<file path="src/sqlop_pkg.sv">
// Package for the SQL operator token scanner.
// Holds character codes, scan phase and class codes, state and result
// structs, and character class functions. No dependencies.
package sqlop_pkg;

  // default bound on the token length
  localparam int unsigned MaxTokenLenDefault = 63;

  // result field widths
  localparam int unsigned LenW   = 6;
  localparam int unsigned BlankW = 8;
  localparam int unsigned MaskW  = 4;

  // character codes
  localparam logic [7:0] CharNul   = 8'h00;
  localparam logic [7:0] CharSpace = 8'h20;
  localparam logic [7:0] CharTab   = 8'h09;
  localparam logic [7:0] CharCr    = 8'h0D;
  localparam logic [7:0] CharLf    = 8'h0A;
  localparam logic [7:0] CharPlus  = 8'h2B;
  localparam logic [7:0] CharMinus = 8'h2D;
  localparam logic [7:0] CharStar  = 8'h2A;
  localparam logic [7:0] CharSlash = 8'h2F;
  localparam logic [7:0] CharLt    = 8'h3C;
  localparam logic [7:0] CharGt    = 8'h3E;
  localparam logic [7:0] CharEq    = 8'h3D;
  localparam logic [7:0] CharTilde = 8'h7E;
  localparam logic [7:0] CharBang  = 8'h21;
  localparam logic [7:0] CharAt    = 8'h40;
  localparam logic [7:0] CharHash  = 8'h23;
  localparam logic [7:0] CharPct   = 8'h25;
  localparam logic [7:0] CharCaret = 8'h5E;
  localparam logic [7:0] CharAmp   = 8'h26;
  localparam logic [7:0] CharPipe  = 8'h7C;
  localparam logic [7:0] CharTick  = 8'h60;
  localparam logic [7:0] CharQuest = 8'h3F;

  // token classes, also the bit index into the class mask
  localparam logic [1:0] ClsCmp   = 2'd0;
  localparam logic [1:0] ClsPm    = 2'd1;
  localparam logic [1:0] ClsMd    = 2'd2;
  localparam logic [1:0] ClsOther = 2'd3;

  // bit positions of the per-character class flags
  localparam int unsigned FlCmp = 0;
  localparam int unsigned FlPm  = 1;
  localparam int unsigned FlMd  = 2;

  typedef enum logic [1:0] {
    PhIdle  = 2'd0,
    PhBlank = 2'd1,
    PhOper  = 2'd2,
    PhDone  = 2'd3
  } phase_e;

  // scan state of fixed width (counters live beside it)
  typedef struct packed {
    phase_e            phase;
    logic [6:0]        prev_char;
    logic              seen_special;
    logic [2:0]        pend_flags;
    logic [2:0]        acc_flags;
    logic [BlankW-1:0] blank_count;
    logic [MaskW-1:0]  mask;
  } scan_state_t;

  typedef struct packed {
    logic              found;
    logic [1:0]        token_class;
    logic [LenW-1:0]   token_length;
    logic [BlankW-1:0] blanks_skipped;
    logic              overlong;
  } scan_result_t;

  function automatic logic is_blank(input logic [7:0] c);
    return (c == CharSpace) || (c == CharTab) || (c == CharCr) || (c == CharLf);
  endfunction

  function automatic logic is_special(input logic [7:0] c);
    logic hit;
    case (c)
      CharTilde, CharBang, CharAt, CharHash, CharPct,
      CharCaret, CharAmp, CharPipe, CharTick, CharQuest: hit = 1'b1;
      default: hit = 1'b0;
    endcase
    return hit;
  endfunction

  function automatic logic is_op_char(input logic [7:0] c);
    logic hit;
    case (c)
      CharPlus, CharMinus, CharStar, CharSlash, CharLt, CharGt, CharEq: hit = 1'b1;
      default: hit = is_special(c);
    endcase
    return hit;
  endfunction

  // two-character comparison operators, or a lone compare char at token start
  function automatic logic pair_is_cmp(input logic [7:0] a, input logic [7:0] b);
    logic hit;
    if (a == CharNul) begin
      hit = (b == CharLt) || (b == CharGt) || (b == CharEq);
    end else begin
      hit = ((a == CharLt) && (b == CharEq)) || ((a == CharLt) && (b == CharGt)) ||
            ((a == CharBang) && (b == CharEq)) || ((a == CharGt) && (b == CharEq));
    end
    return hit;
  endfunction

endpackage

</file>
<file path="src/sql_operator_token_scanner.sv">
// SQL operator token scanner, top level: scan state registers and result register.
// A result appears in the result register in the cycle after its ending character.
// One character per cycle while in_ready_o is high; scan state updates on every accepted
// character, the result register loads on an ending character and frees on take.
// Reset: asynchronous, active low; scan idle, counters cleared, no result pending.
// Depends on sqlop_pkg and sqlop_step.
module sql_operator_token_scanner #(
  parameter int unsigned MAX_TOKEN_LEN = sqlop_pkg::MaxTokenLenDefault
) (
  input  logic        clk_i,
  input  logic        rst_ni,
  input  logic        in_valid_i,
  output logic        in_ready_o,
  input  logic        start_scan_i,
  input  logic [7:0]  char_code_i,
  input  logic [3:0]  valid_mask_i,
  output logic        out_valid_o,
  input  logic        out_ready_i,
  output logic        found_o,
  output logic [1:0]  token_class_o,
  output logic [5:0]  token_length_o,
  output logic [7:0]  blanks_skipped_o,
  output logic        overlong_o
);

  localparam int unsigned CntW = $clog2(MAX_TOKEN_LEN + 1);

  sqlop_pkg::scan_state_t  state_q, state_d;
  sqlop_pkg::scan_result_t result_q, result_d;
  logic [CntW-1:0]         consumed_q, consumed_d;
  logic [CntW-1:0]         accepted_q, accepted_d;
  logic                    out_valid_q;
  logic                    emit;
  logic                    in_fire;

  // accept while the result register is empty or being emptied
  assign in_ready_o = !out_valid_q || out_ready_i;
  assign in_fire    = in_valid_i && in_ready_o;

  sqlop_step #(
    .MAX_TOKEN_LEN(MAX_TOKEN_LEN)
  ) u_step (
    .state_i      (state_q),
    .consumed_i   (consumed_q),
    .accepted_i   (accepted_q),
    .start_scan_i (start_scan_i),
    .char_code_i  (char_code_i),
    .valid_mask_i (valid_mask_i),
    .state_o      (state_d),
    .consumed_o   (consumed_d),
    .accepted_o   (accepted_d),
    .emit_o       (emit),
    .result_o     (result_d)
  );

  // scan state and output valid
  always_ff @(posedge clk_i or negedge rst_ni) begin
    if (!rst_ni) begin
      state_q.phase        <= sqlop_pkg::PhIdle;
      state_q.prev_char    <= 7'd0;
      state_q.seen_special <= 1'b0;
      state_q.pend_flags   <= 3'd0;
      state_q.acc_flags    <= 3'd0;
      state_q.blank_count  <= '0;
      state_q.mask         <= '0;
      consumed_q           <= '0;
      accepted_q           <= '0;
      out_valid_q          <= 1'b0;
    end else begin
      if (in_fire) begin
        state_q    <= state_d;
        consumed_q <= consumed_d;
        accepted_q <= accepted_d;
      end
      if (in_fire && emit) begin
        out_valid_q <= 1'b1;
      end else if (out_ready_i) begin
        out_valid_q <= 1'b0;
      end
    end
  end

  // result payload
  always_ff @(posedge clk_i) begin
    if (in_fire && emit) begin
      result_q <= result_d;
    end
  end

  assign out_valid_o      = out_valid_q;
  assign found_o          = result_q.found;
  assign token_class_o    = result_q.token_class;
  assign token_length_o   = result_q.token_length;
  assign blanks_skipped_o = result_q.blanks_skipped;
  assign overlong_o       = result_q.overlong;

endmodule

</file>
<file path="src/sqlop_step.sv">
// Next-state and result logic of the operator scanner for one character.
// Purely combinational; depends on sqlop_pkg.
module sqlop_step #(
  parameter int unsigned MAX_TOKEN_LEN = sqlop_pkg::MaxTokenLenDefault,
  localparam int unsigned CntW = $clog2(MAX_TOKEN_LEN + 1)
) (
  input  sqlop_pkg::scan_state_t  state_i,
  input  logic [CntW-1:0]         consumed_i,
  input  logic [CntW-1:0]         accepted_i,
  input  logic                    start_scan_i,
  input  logic [7:0]              char_code_i,
  input  logic [3:0]              valid_mask_i,
  output sqlop_pkg::scan_state_t  state_o,
  output logic [CntW-1:0]         consumed_o,
  output logic [CntW-1:0]         accepted_o,
  output logic                    emit_o,
  output sqlop_pkg::scan_result_t result_o
);

  sqlop_pkg::scan_state_t st;
  logic [CntW-1:0] cons;
  logic [CntW-1:0] acc;
  logic [7:0]      last;
  logic [2:0]      flags;
  logic            stop;
  logic            over;
  logic [1:0]      cls;

  always_comb begin
    st    = state_i;
    cons  = consumed_i;
    acc   = accepted_i;
    stop  = 1'b0;
    over  = 1'b0;
    flags = 3'd0;
    cls   = sqlop_pkg::ClsCmp;
    last  = 8'd0;

    // start mark clears the scan and latches the class mask
    if (start_scan_i) begin
      st.phase        = sqlop_pkg::PhBlank;
      st.prev_char    = 7'd0;
      st.seen_special = 1'b0;
      st.pend_flags   = 3'd0;
      st.acc_flags    = 3'd0;
      st.blank_count  = '0;
      st.mask         = valid_mask_i;
      cons            = '0;
      acc             = '0;
    end

    // leading blanks, saturating count
    if (st.phase == sqlop_pkg::PhBlank) begin
      if (sqlop_pkg::is_blank(char_code_i)) begin
        if (st.blank_count != '1) begin
          st.blank_count = st.blank_count + 1'b1;
        end
      end else begin
        st.phase = sqlop_pkg::PhOper;
      end
    end

    // operator run
    if (st.phase == sqlop_pkg::PhOper) begin
      last = {1'b0, st.prev_char};
      if (((last == sqlop_pkg::CharMinus) && (char_code_i == sqlop_pkg::CharMinus)) ||
          ((last == sqlop_pkg::CharSlash) && (char_code_i == sqlop_pkg::CharStar))) begin
        stop = 1'b1;
      end else begin
        if (sqlop_pkg::is_special(last)) begin
          st.seen_special = 1'b1;
        end
        // a multi-char token may end in plus or minus only after a special char
        if (st.seen_special ||
            !((last == sqlop_pkg::CharPlus) || (last == sqlop_pkg::CharMinus)) ||
            (cons <= CntW'(1))) begin
          acc          = cons;
          st.acc_flags = st.pend_flags;
        end
        if (sqlop_pkg::is_op_char(char_code_i)) begin
          if (cons >= CntW'(MAX_TOKEN_LEN)) begin
            stop = 1'b1;
            over = 1'b1;
          end else begin
            cons = cons + 1'b1;
            flags[sqlop_pkg::FlCmp] = sqlop_pkg::pair_is_cmp(last, char_code_i);
            flags[sqlop_pkg::FlPm]  = (char_code_i == sqlop_pkg::CharPlus) ||
                                      (char_code_i == sqlop_pkg::CharMinus);
            flags[sqlop_pkg::FlMd]  = (char_code_i == sqlop_pkg::CharStar) ||
                                      (char_code_i == sqlop_pkg::CharSlash) ||
                                      (char_code_i == sqlop_pkg::CharPct);
            st.pend_flags = flags;
            st.prev_char  = char_code_i[6:0];
          end
        end else begin
          stop = 1'b1;
        end
      end
    end

    if (stop) begin
      st.phase = sqlop_pkg::PhDone;
    end

    // class of the accepted token
    if (acc != '0) begin
      if ((acc <= CntW'(2)) && st.acc_flags[sqlop_pkg::FlCmp]) begin
        cls = sqlop_pkg::ClsCmp;
      end else if ((acc == CntW'(1)) && st.acc_flags[sqlop_pkg::FlPm]) begin
        cls = sqlop_pkg::ClsPm;
      end else if ((acc == CntW'(1)) && st.acc_flags[sqlop_pkg::FlMd]) begin
        cls = sqlop_pkg::ClsMd;
      end else begin
        cls = sqlop_pkg::ClsOther;
      end
    end
  end

  assign state_o    = st;
  assign consumed_o = cons;
  assign accepted_o = acc;
  assign emit_o     = stop;

  assign result_o.found          = (acc != '0) && st.mask[cls];
  assign result_o.token_class    = cls;
  assign result_o.token_length   = sqlop_pkg::LenW'(acc);
  assign result_o.blanks_skipped = st.blank_count;
  assign result_o.overlong       = over;

endmodule

</file>
<file path="config.mk">
export PLATFORM = sky130hd
export DESIGN_NAME = sql_operator_token_scanner
export DESIGN_NICKNAME = d
export VERILOG_FILES = /design/src/sqlop_pkg.sv /design/src/sql_operator_token_scanner.sv /design/src/sqlop_step.sv
export SDC_FILE = /design/constraint.sdc
export NUM_CORES = 1
export LEC_CHECK = 0
export BUFFER_PORTS_ARGS = -buffer_cell sky130_fd_sc_hd__buf_2
export CAP_MARGIN = 25
export CORE_MARGIN = 3
export CORE_UTILIZATION = 35
export CTS_CLUSTER_DIAMETER = 30
export DETAILED_ROUTE_END_ITERATION = 8
export PLACE_DENSITY = 0.54
export SETUP_SLACK_MARGIN = 0.15
export SLEW_MARGIN = 20
export SYNTH_ARGS = -nofsm -noshare
export SYNTH_HDL_FRONTEND = slang
export SYNTH_SLANG_ARGS = --single-unit
</file>
<file path="constraint.sdc">
create_clock -name clk_i -period 7.3 [get_ports clk_i]
set_input_delay 1.825 -clock clk_i [delete_from_list [all_inputs] [get_ports clk_i]]
set_output_delay 1.825 -clock clk_i [all_outputs]
set_load 0.05 [all_outputs]
</file>
== After elaboration in Yosys (flattened, before gate mapping) ==
Index checks and enable logic that the tools add are counted.

* Divide/modulo/power cells: 0
* Add/sub/neg operators: 2
* Reduce and logical (&&, ||, !) cells: 37
* Shifts and indexed selects: 0
* Equal/unequal tests: 40
* Muxes and demuxes: 46
* $lt $le $gt $ge: 4
* Multiply operators: 0
* Bitwise logic cells: 2

{| class="wikitable"
|+ Operator list
! cell !! number
|-
| $eq A8 B6 Y1 const B || 13
|-
| $eq A7 B6 Y1 const B || 10
|-
| $mux W6 || 9
|-
| $eq A8 B7 Y1 const B || 5
|-
| $eq A7 B7 Y1 const B || 5
|-
| $mux W14 || 2
|-
| $mux W28 || 1
|-
| $eq A8 B4 Y1 const B || 3
|-
| $mux W8 || 3
|-
| $reduce_or A10 Y1 || 2
|-
| $mux W1 || 19
|-
| $logic_or A1 B1 Y1 || 16
|-
| $mux W7 || 2
|-
| $logic_and A1 B1 Y1 || 12
|-
| $mux W2 || 6
|-
| $mux W3 || 3
|-
| $add A8 B1 Y8 const B || 1
|-
| $ne A8 B8 Y1 const B || 1
|-
| $logic_not A7 Y1 || 1
|-
| $reduce_or A7 Y1 || 1
|-
| $add A6 B1 Y6 const B || 1
|-
| $eq A6 B1 Y1 const B || 1
|-
| $ge A6 B6 Y1 const B || 1
|-
| $le A6 B1 Y1 const B || 1
|-
| 10 further kinds || 12
|}

* Memories: 0
* Logic and storage cells: 146
* Memory bits (writable): 0
* Output and inout port bits: 20
* Input bits: 17
* ROM bits: 0
* Register bits: 59
* Bits in latches: 0

== Longest topological paths before layout ==
Gate-level depths: netlist (run 1).

* Depth after elaboration: 25
* Gate-level depth with buffers: 12
* Depth with buffers taken out: 11

== Modules after synthesis ==
From an unflattened synthesis (run 1), not the netlist that was laid out.

* Cells, all modules: 391
* Area total of the unflattened synthesis: 3991.3 um2

{| class="wikitable"
|+ By module, submodules not included
! module !! times used !! cells each !! sequential area each (um2) !! area an instance (um2)
|-
| sql_operator_token_scanner || 1 || 108 || 1566.5 || 2250.9
|-
| sqlop_step || 1 || 283 || 0.0 || 1740.4
|}

== Least setup slack after synthesis (run 1) ==
Ideal clock, no wire load.

* Path kind: input -> register
* Start point: in start_scan_i
* End point: reg result_q, in the netlist found_o, data pin
* Slack: 3.103 ns
* Arrival time: 3.927 ns
* Path buffers: 1
* Stages: 12
* Setup time: 0.270 ns
* Data required time: 7.030 ns
* Cell sequence: clkbuf_1 inv_1 nand2_1 inv_1 ha_1 nor2_1 o2111ai_2 a21oi_1 o21ai_1 a311oi_4 mux2i_1 a221oi_2

{| class="wikitable"
|+ RTL lines
! what !! RTL line !! text
|-
| start: declaration || sql_operator_token_scanner.sv:14 || <nowiki>input logic start_scan_i,</nowiki>
|-
| end signal: assignment || sql_operator_token_scanner.sv:86 || <nowiki>result_q <= result_d;</nowiki>
|-
| end: declaration || sql_operator_token_scanner.sv:29 || <nowiki>sqlop_pkg::scan_result_t result_q, result_d;</nowiki>
|}

==> impl_metrics.env, run 1 <==
export IMPL_critPathCaptureType="register"
export IMPL_cts_path_max_buffers=2
export IMPL_clk_pin_slew_ps=60
export IMPL_cts_hold_buffers_added=0
export IMPL_fin_crit_ps=4660
export IMPL_synth_top_family_by_area="compound AO/OA/AOI/OAI gates"
export IMPL_yosys_area_share_simple_pct=20.3
export IMPL_die_h_um=104
export IMPL_root_buffer="clkbuf_8"
export IMPL_grt_max_degree=42
export IMPL_grt_setup_unrepaired="false"
export IMPL_ys_flop_type="dfrtp_1"
export IMPL_routedWlPerCell_um=15.7
export IMPL_drc=0
export IMPL_synth_top_area_cell="dfrtp_1"
export IMPL_crit_fanout=41
export IMPL_synth_area_mm2=0.00335
export IMPL_timing_hold_ws_ps=507
export IMPL_port_buffers=36
export IMPL_synth_avg_cell_area_um2=10.1
export IMPL_place_hpwl_mm=5.46
export IMPL_tightest_slew_ps=877
export IMPL_ys_async_sr_fraction_pct=69.5
export IMPL_fillers=940
export IMPL_reg2reg_from="state_q[20]"
export IMPL_synth_compound_area_share_pct=20.9
export IMPL_rrSetupSlack_ps=4360
export IMPL_diodes=0
export IMPL_synth_top_area_share_pct=30.7
export IMPL_first_pass_iters=4
export IMPL_arrival_ps=4730
export IMPL_ff_latch_area_mm2=0.00157
export IMPL_synth_seq_cells=59
export IMPL_post_cts_resize_count=0
export IMPL_drive_above_1_share_pct=20.2
export IMPL_critical_path_class="in -> reg"
export IMPL_hold_viol=0
export IMPL_muxShareOfSynthArea_pct=5.12
export IMPL_cts_tree="done"
export IMPL_drv_slew=0
export IMPL_gp_congestion=0.871
export IMPL_vias_per_cell=5.38
export IMPL_status="completed"
export IMPL_fin_area_mm2=0.00379
export IMPL_postCtsSetupBuffers=0
export IMPL_antenna_found_initial=0
export IMPL_worst_setup_path_start_kind="primary input"
export IMPL_fp_row_count=35
export IMPL_synth_edff_count=18
export IMPL_wl_mm=7.78
export IMPL_critPathLaunch="start_scan_i"
export IMPL_synth_area_leaders="dfrtp_1 31%, edfxtp_1 16%, nand2_1 4.3%"
export IMPL_h_tree_depth=3
export IMPL_fin_skew_ps=10.6
export IMPL_yosys_warnings=0
export IMPL_syn_num_nets=351
export IMPL_initial_core_util_pct=36.1
export IMPL_drt_iter0_markers=166
export IMPL_max_vdd_ir_drop_v=0.0000622
export IMPL_dpl_cell_area_mm2=0.00362
export IMPL_place_worst_setup_slack_ps=2340
export IMPL_synth_yosys_seq_area_share_pct=46.8
export IMPL_layout_commonest_cell="dfrtp_1"
export IMPL_synth_cell_types=61
export IMPL_grt_overflow_total=0
export IMPL_io_pins=37
export IMPL_clock_latency_ps=340
export IMPL_post_route_util_pct=40.8
export IMPL_clkSinkCount=59
export IMPL_leakagePower_nw=1.62
export IMPL_synth_xor_area_share_pct=2.09
export IMPL_num_vias=2669
export IMPL_antenna_left=0
export IMPL_critPathRequiredTime_ps=7370
export IMPL_slew_headroom_pct=41.4
export IMPL_die_area_mm2=0.0108
export IMPL_fp_dieW_um=104
export IMPL_setup_ws_ps=2640
export IMPL_final_nets=383
export IMPL_grt_pass1_vias=2598
export IMPL_max_freq_mhz=215
export IMPL_syn_inst=330
export IMPL_min_period_over_period_pct=63.8
export IMPL_min_path_type="reg -> reg"
export IMPL_layout_common_cells="41 x dfrtp_1, 38 x nand2_1, 35 x buf_2"
export IMPL_grt_use_total_pct=15.0
export IMPL_grt_pass1_wl_mm=13.1
export IMPL_syn_to_final_growth_pct=13.2
export IMPL_setup_viol=0
export IMPL_core_area_mm2=0.00928
export IMPL_cts_inserted_buffers=9
export IMPL_fin_tns_setup_ps=0
export IMPL_max_cap_violations=0
export IMPL_synth_fa_ha_area_share_pct=1.50
export IMPL_multiInputGateArea_mm2=0.00167
export IMPL_power_density_mw_per_mm2=206
export IMPL_hold_start="accepted_q[2]"
## per-stage QoR
step           power, mW  std cells
4_1_cts            0.791        496
3_3_place_gp       0.535        480
6_report           0.780        496
5_1_grt            0.822        496
2_1_floorplan      0.497        330
3_5_place_dp       0.536        480
## per-layer routing
layer	part of all wire [%]	routed length [um]	global-route usage [%]
met1	47	3650	19.6
met2	48	3720	23.7
met3	3.6	278	3.43
met4	1.8	138	7.03
met5	0	0	0
## path summary, 6_finish.rpt
kind                                 endpoint  cells past startpoint
worst max-delay path                  found_o                     12
worst min-delay path            accepted_q[2]                      2
worst max register to register  consumed_q[0]                      7
worst min register to register  accepted_q[2]                      2
max in group asynchronous       accepted_q[2]                      1
min in group asynchronous          state_q[7]                      1
## critical path, cell delays in order
cell,delay (ps)
buf_2,560
inv_1,340
nand2_1,190
inv_1,100
ha_1,180
nor2_1,120
o2111ai_2,140
a21oi_1,370
o21ai_1,180
a311oi_4,360
mux2i_1,270
a221oi_2,90
## sequential cells by signal (all words and copies together) (netlist names)
register / flops
state_q: 28
blanks_skipped_o: 8
accepted_q: 6
consumed_q: 6
token_length_o: 6
token_class_o: 2
found_o: 1
out_valid_o: 1
overlong_o: 1
## power by group
group	switching, mW	total (mW)	internal, mW	leakage, nW
sequential	0.0147	0.379	0.364	0.726
combinational	0.105	0.150	0.0452	0.807
clock	0.122	0.252	0.130	0.0876
total	0.241	0.780	0.539	1.62
## cell families (layout without fill, tap and decap cells)
kind of cell / after synthesis / after routing
buffers and inverters: 26 / 63
DFF: 59 / 59
AOI/OAI and AO/OA: 88 / 88
xor gates and xnor gates: 8 / 8
and+or+nand+nor: 129 / 129
adders and majority gates: 4 / 4
muxes: 16 / 16
## layout make-up
cell class                 instances  share of cell area, %
multi-input combinational        245                   44.0
sequential                        59                   41.4
timing repair buffer              37                   5.02
tap                              129                   4.26
clock buffer                      12                   3.83
inverter                          10                  0.991
clock inverter                     4                  0.496
## cells in the mapped netlist, drive strengths merged (4+ instances only)
library cell / n
edfxtp: 18
a21oi: 12
inv: 10
mux2: 9
a22oi: 5
nor2: 25
nand2: 39
dfrtp: 41
a21o: 4
nor3: 10
and2: 4
a32o: 4
nand2b: 7
nor2b: 6
o31ai: 9
mux2i: 7
ha: 4
o21ai: 17
a22o: 14
clkbuf: 8
nand3: 14
xor2: 5
buf: 8
(Power assumes the default switching activity.)
==> inputs of run 2 (changes only) <==
--- a/config.mk
+++ b/config.mk
@@ -11,7 +11,7 @@
 export CORE_UTILIZATION = 35
 export CTS_CLUSTER_DIAMETER = 30
 export DETAILED_ROUTE_END_ITERATION = 8
-export PLACE_DENSITY = 0.54
+export PLACE_DENSITY = 0.56
 export SETUP_SLACK_MARGIN = 0.15
 export SLEW_MARGIN = 20
 export SYNTH_ARGS = -nofsm -noshare
==> constraint.sdc (replaced) <==
create_clock -name clk_i -period 3.9 [get_ports clk_i]
set_input_delay 0.975 -clock clk_i [delete_from_list [all_inputs] [get_ports clk_i]]
set_output_delay 0.975 -clock clk_i [all_outputs]
set_load 0.05 [all_outputs]
==> run 2 against run 1 <==
- utilization grew 1.1 points
- clock power rose by 95%
- register-to-register slack got worse by 3300 ps
- via count rose by 1.8%
- combinational power up 97%
- critical path depth fell by 4
- flip-flop and latch count did not move
- final area is 2.6% higher
- first-iteration DRC count grew 2.4%
- sequential share of layout area is 1.0 points lower
- hold slack worse by 6.5 ps
- worst setup slack got worse by 2000 ps
- critical endpoint is now consumed_q[0]
==> impl_metrics.env, run 2 (synthesis results as in run 1) <==
export IMPL_clk_pin_slew_ps=70
export IMPL_clock_latency_ps=330
export IMPL_critPathBufInv=1
export IMPL_cpPeakStageDelay_ps=680
export IMPL_pwr_share_clk_pct=32.8
export IMPL_leakagePower_nw=1.68
export IMPL_crit_fanout=15
export IMPL_fin_crit_ps=3210
export IMPL_combPwrFrac_pct=19.8
export IMPL_dpl_cell_area_mm2=0.00371
export IMPL_place_worst_setup_slack_ps=284
export IMPL_worst_setup_path_start_kind="primary input"
export IMPL_cts_inserted_buffers=9
export IMPL_timing_hold_ws_ps=501
export IMPL_critPathRequiredTime_ps=4170
export IMPL_grt_pass1_vias=2658
export IMPL_clkSinkCount=59
export IMPL_drt_iter0_markers=170
export IMPL_tightest_slew_ps=850
export IMPL_routedWlPerCell_um=15.5
export IMPL_total_power_mw=1.49
export IMPL_initial_core_util_pct=36.1
export IMPL_h_tree_depth=3
export IMPL_fp_dieW_um=104
export IMPL_power_density_mw_per_mm2=385
export IMPL_critical_path_top_delay_family="compound AO/OA/AOI/OAI gates"
export IMPL_grt_max_degree=42
export IMPL_port_buffers=36
export IMPL_fin_skew_ps=6.49
export IMPL_slowest_stage="o21ai_1"
export IMPL_num_vias=2718
export IMPL_path_cells="buf_2 -> o41ai_2 -> o311ai_2 -> a22o_1 -> o211ai_1 -> nor2_1 -> o21ai_1 -> a22o_1"
export IMPL_gp_congestion=0.887
export IMPL_die_h_um=104
export IMPL_final_nets=395
export IMPL_slew_headroom_pct=43.0
export IMPL_cts_tree="done"
export IMPL_fp_row_count=35
export IMPL_min_path_type="reg -> reg"
export IMPL_hold_viol=0
export IMPL_wl_mm=7.87
export IMPL_critPathCaptureType="register"
export IMPL_root_buffer="clkbuf_8"
export IMPL_drv_slew=0
export IMPL_die_area_mm2=0.0108
export IMPL_top_register="state_q"
export IMPL_antenna_left=0
export IMPL_grt_pass1_wl_mm=13.3
export IMPL_layout_commonest_cell="dfrtp_1"
export IMPL_p_sw_share_pct=30.6
export IMPL_cts_hold_buffers_added=0
export IMPL_diodes=0
export IMPL_fillers=945
export IMPL_stdcell_count=508
export IMPL_status="completed"
export IMPL_core_area_mm2=0.00928
export IMPL_post_route_util_pct=41.8
export IMPL_power_frac_seq_pct=47.4
export IMPL_io_pins=37
export IMPL_min_period_over_period_pct=82.4
export IMPL_max_vdd_ir_drop_v=0.000165
export IMPL_grt_use_total_pct=15.2
export IMPL_drc=0
export IMPL_postCtsSetupBuffers=0
export IMPL_power_switching_mw=0.457
export IMPL_vias_per_cell=5.35
export IMPL_dp_cells=492
export IMPL_max_cap_violations=0
export IMPL_antenna_found_initial=0
export IMPL_setup_viol=0
export IMPL_grt_setup_unrepaired="false"
export IMPL_syn_to_final_growth_pct=16.1
export IMPL_cp_common_cell="a22o_1"
export IMPL_fin_area_mm2=0.00388
export IMPL_max_freq_mhz=311
export IMPL_cts_path_max_buffers=2
export IMPL_place_hpwl_mm=5.62
export IMPL_setup_ws_ps=686
export IMPL_drive_above_1_share_pct=22.4
export IMPL_fin_tns_setup_ps=0
export IMPL_first_pass_iters=4
export IMPL_critical_path_class="in -> reg"
export IMPL_grt_overflow_total=0
export IMPL_largest_reg_flops=28
export IMPL_post_cts_resize_count=0
export IMPL_p_int_mw=1.04
export IMPL_arrival_ps=3490
export IMPL_layout_common_cells="41 x dfrtp_1, 38 x nand2_1, 35 x buf_2"
## run 2: cell count changes in the layout (fill, tap and decap cells not counted), sizes merged
| cell | previous run | this run |
|---|---|---|
| buf | 37 | 49 |
| clkbuf | 12 | 13 |
| clkinv | 4 | 3 |
## run 2: layer usage
metal	GRT usage [%]	part of all wire (%)
met5	0	0
met4	5.98	1.7
met3	4.11	4.4
met2	24.3	48
met1	19.7	46
## run 2: final cells by class
type	count	area, um^2	area share [%]
flip-flops and latches	59	1570	40.3
clock buffers	13	159	4.09
multi-input cells	245	1670	42.9
well taps	129	161	4.15
inverters	10	37.5	0.966
repair buffers	49	280	7.21
clock inverters	3	12.5	0.322
## run 2: path summary, 6_finish.rpt
kind	endpoint	cells past startpoint	startpoint	slack (ps)
worst max register to register	consumed_q[0]	7	state_q[20]	1060
worst max-delay path	consumed_q[0]	8	char_code_i[1]	690
min in group asynchronous	state_q[4]	1	rst_ni	630
max in group asynchronous	state_q[21]	1	rst_ni	2900
worst min-delay path	state_q[6]	2	state_q[6]	500
worst min register to register	state_q[6]	2	state_q[6]	500
## run 2: power by group through the flow
stage | clock [mW] | combinational (mW) | sequential [mW]
2_1_floorplan | 0 | 0.157 | 0.772
3_3_place_gp | 0 | 0.294 | 0.719
3_5_place_dp | 0 | 0.298 | 0.719
4_1_cts | 0.507 | 0.298 | 0.708
5_1_grt | 0.535 | 0.322 | 0.713
6_report | 0.491 | 0.296 | 0.708
## run 2: worst reg2reg max path, stage by stage (launching register included)
cell and delay [ps]:
dfrtp_1 540, nor4bb_1 320, o2111ai_1 250, or2_2 360, o211ai_1 240, nor2_1 110, o21ai_1 690, a22o_1 270
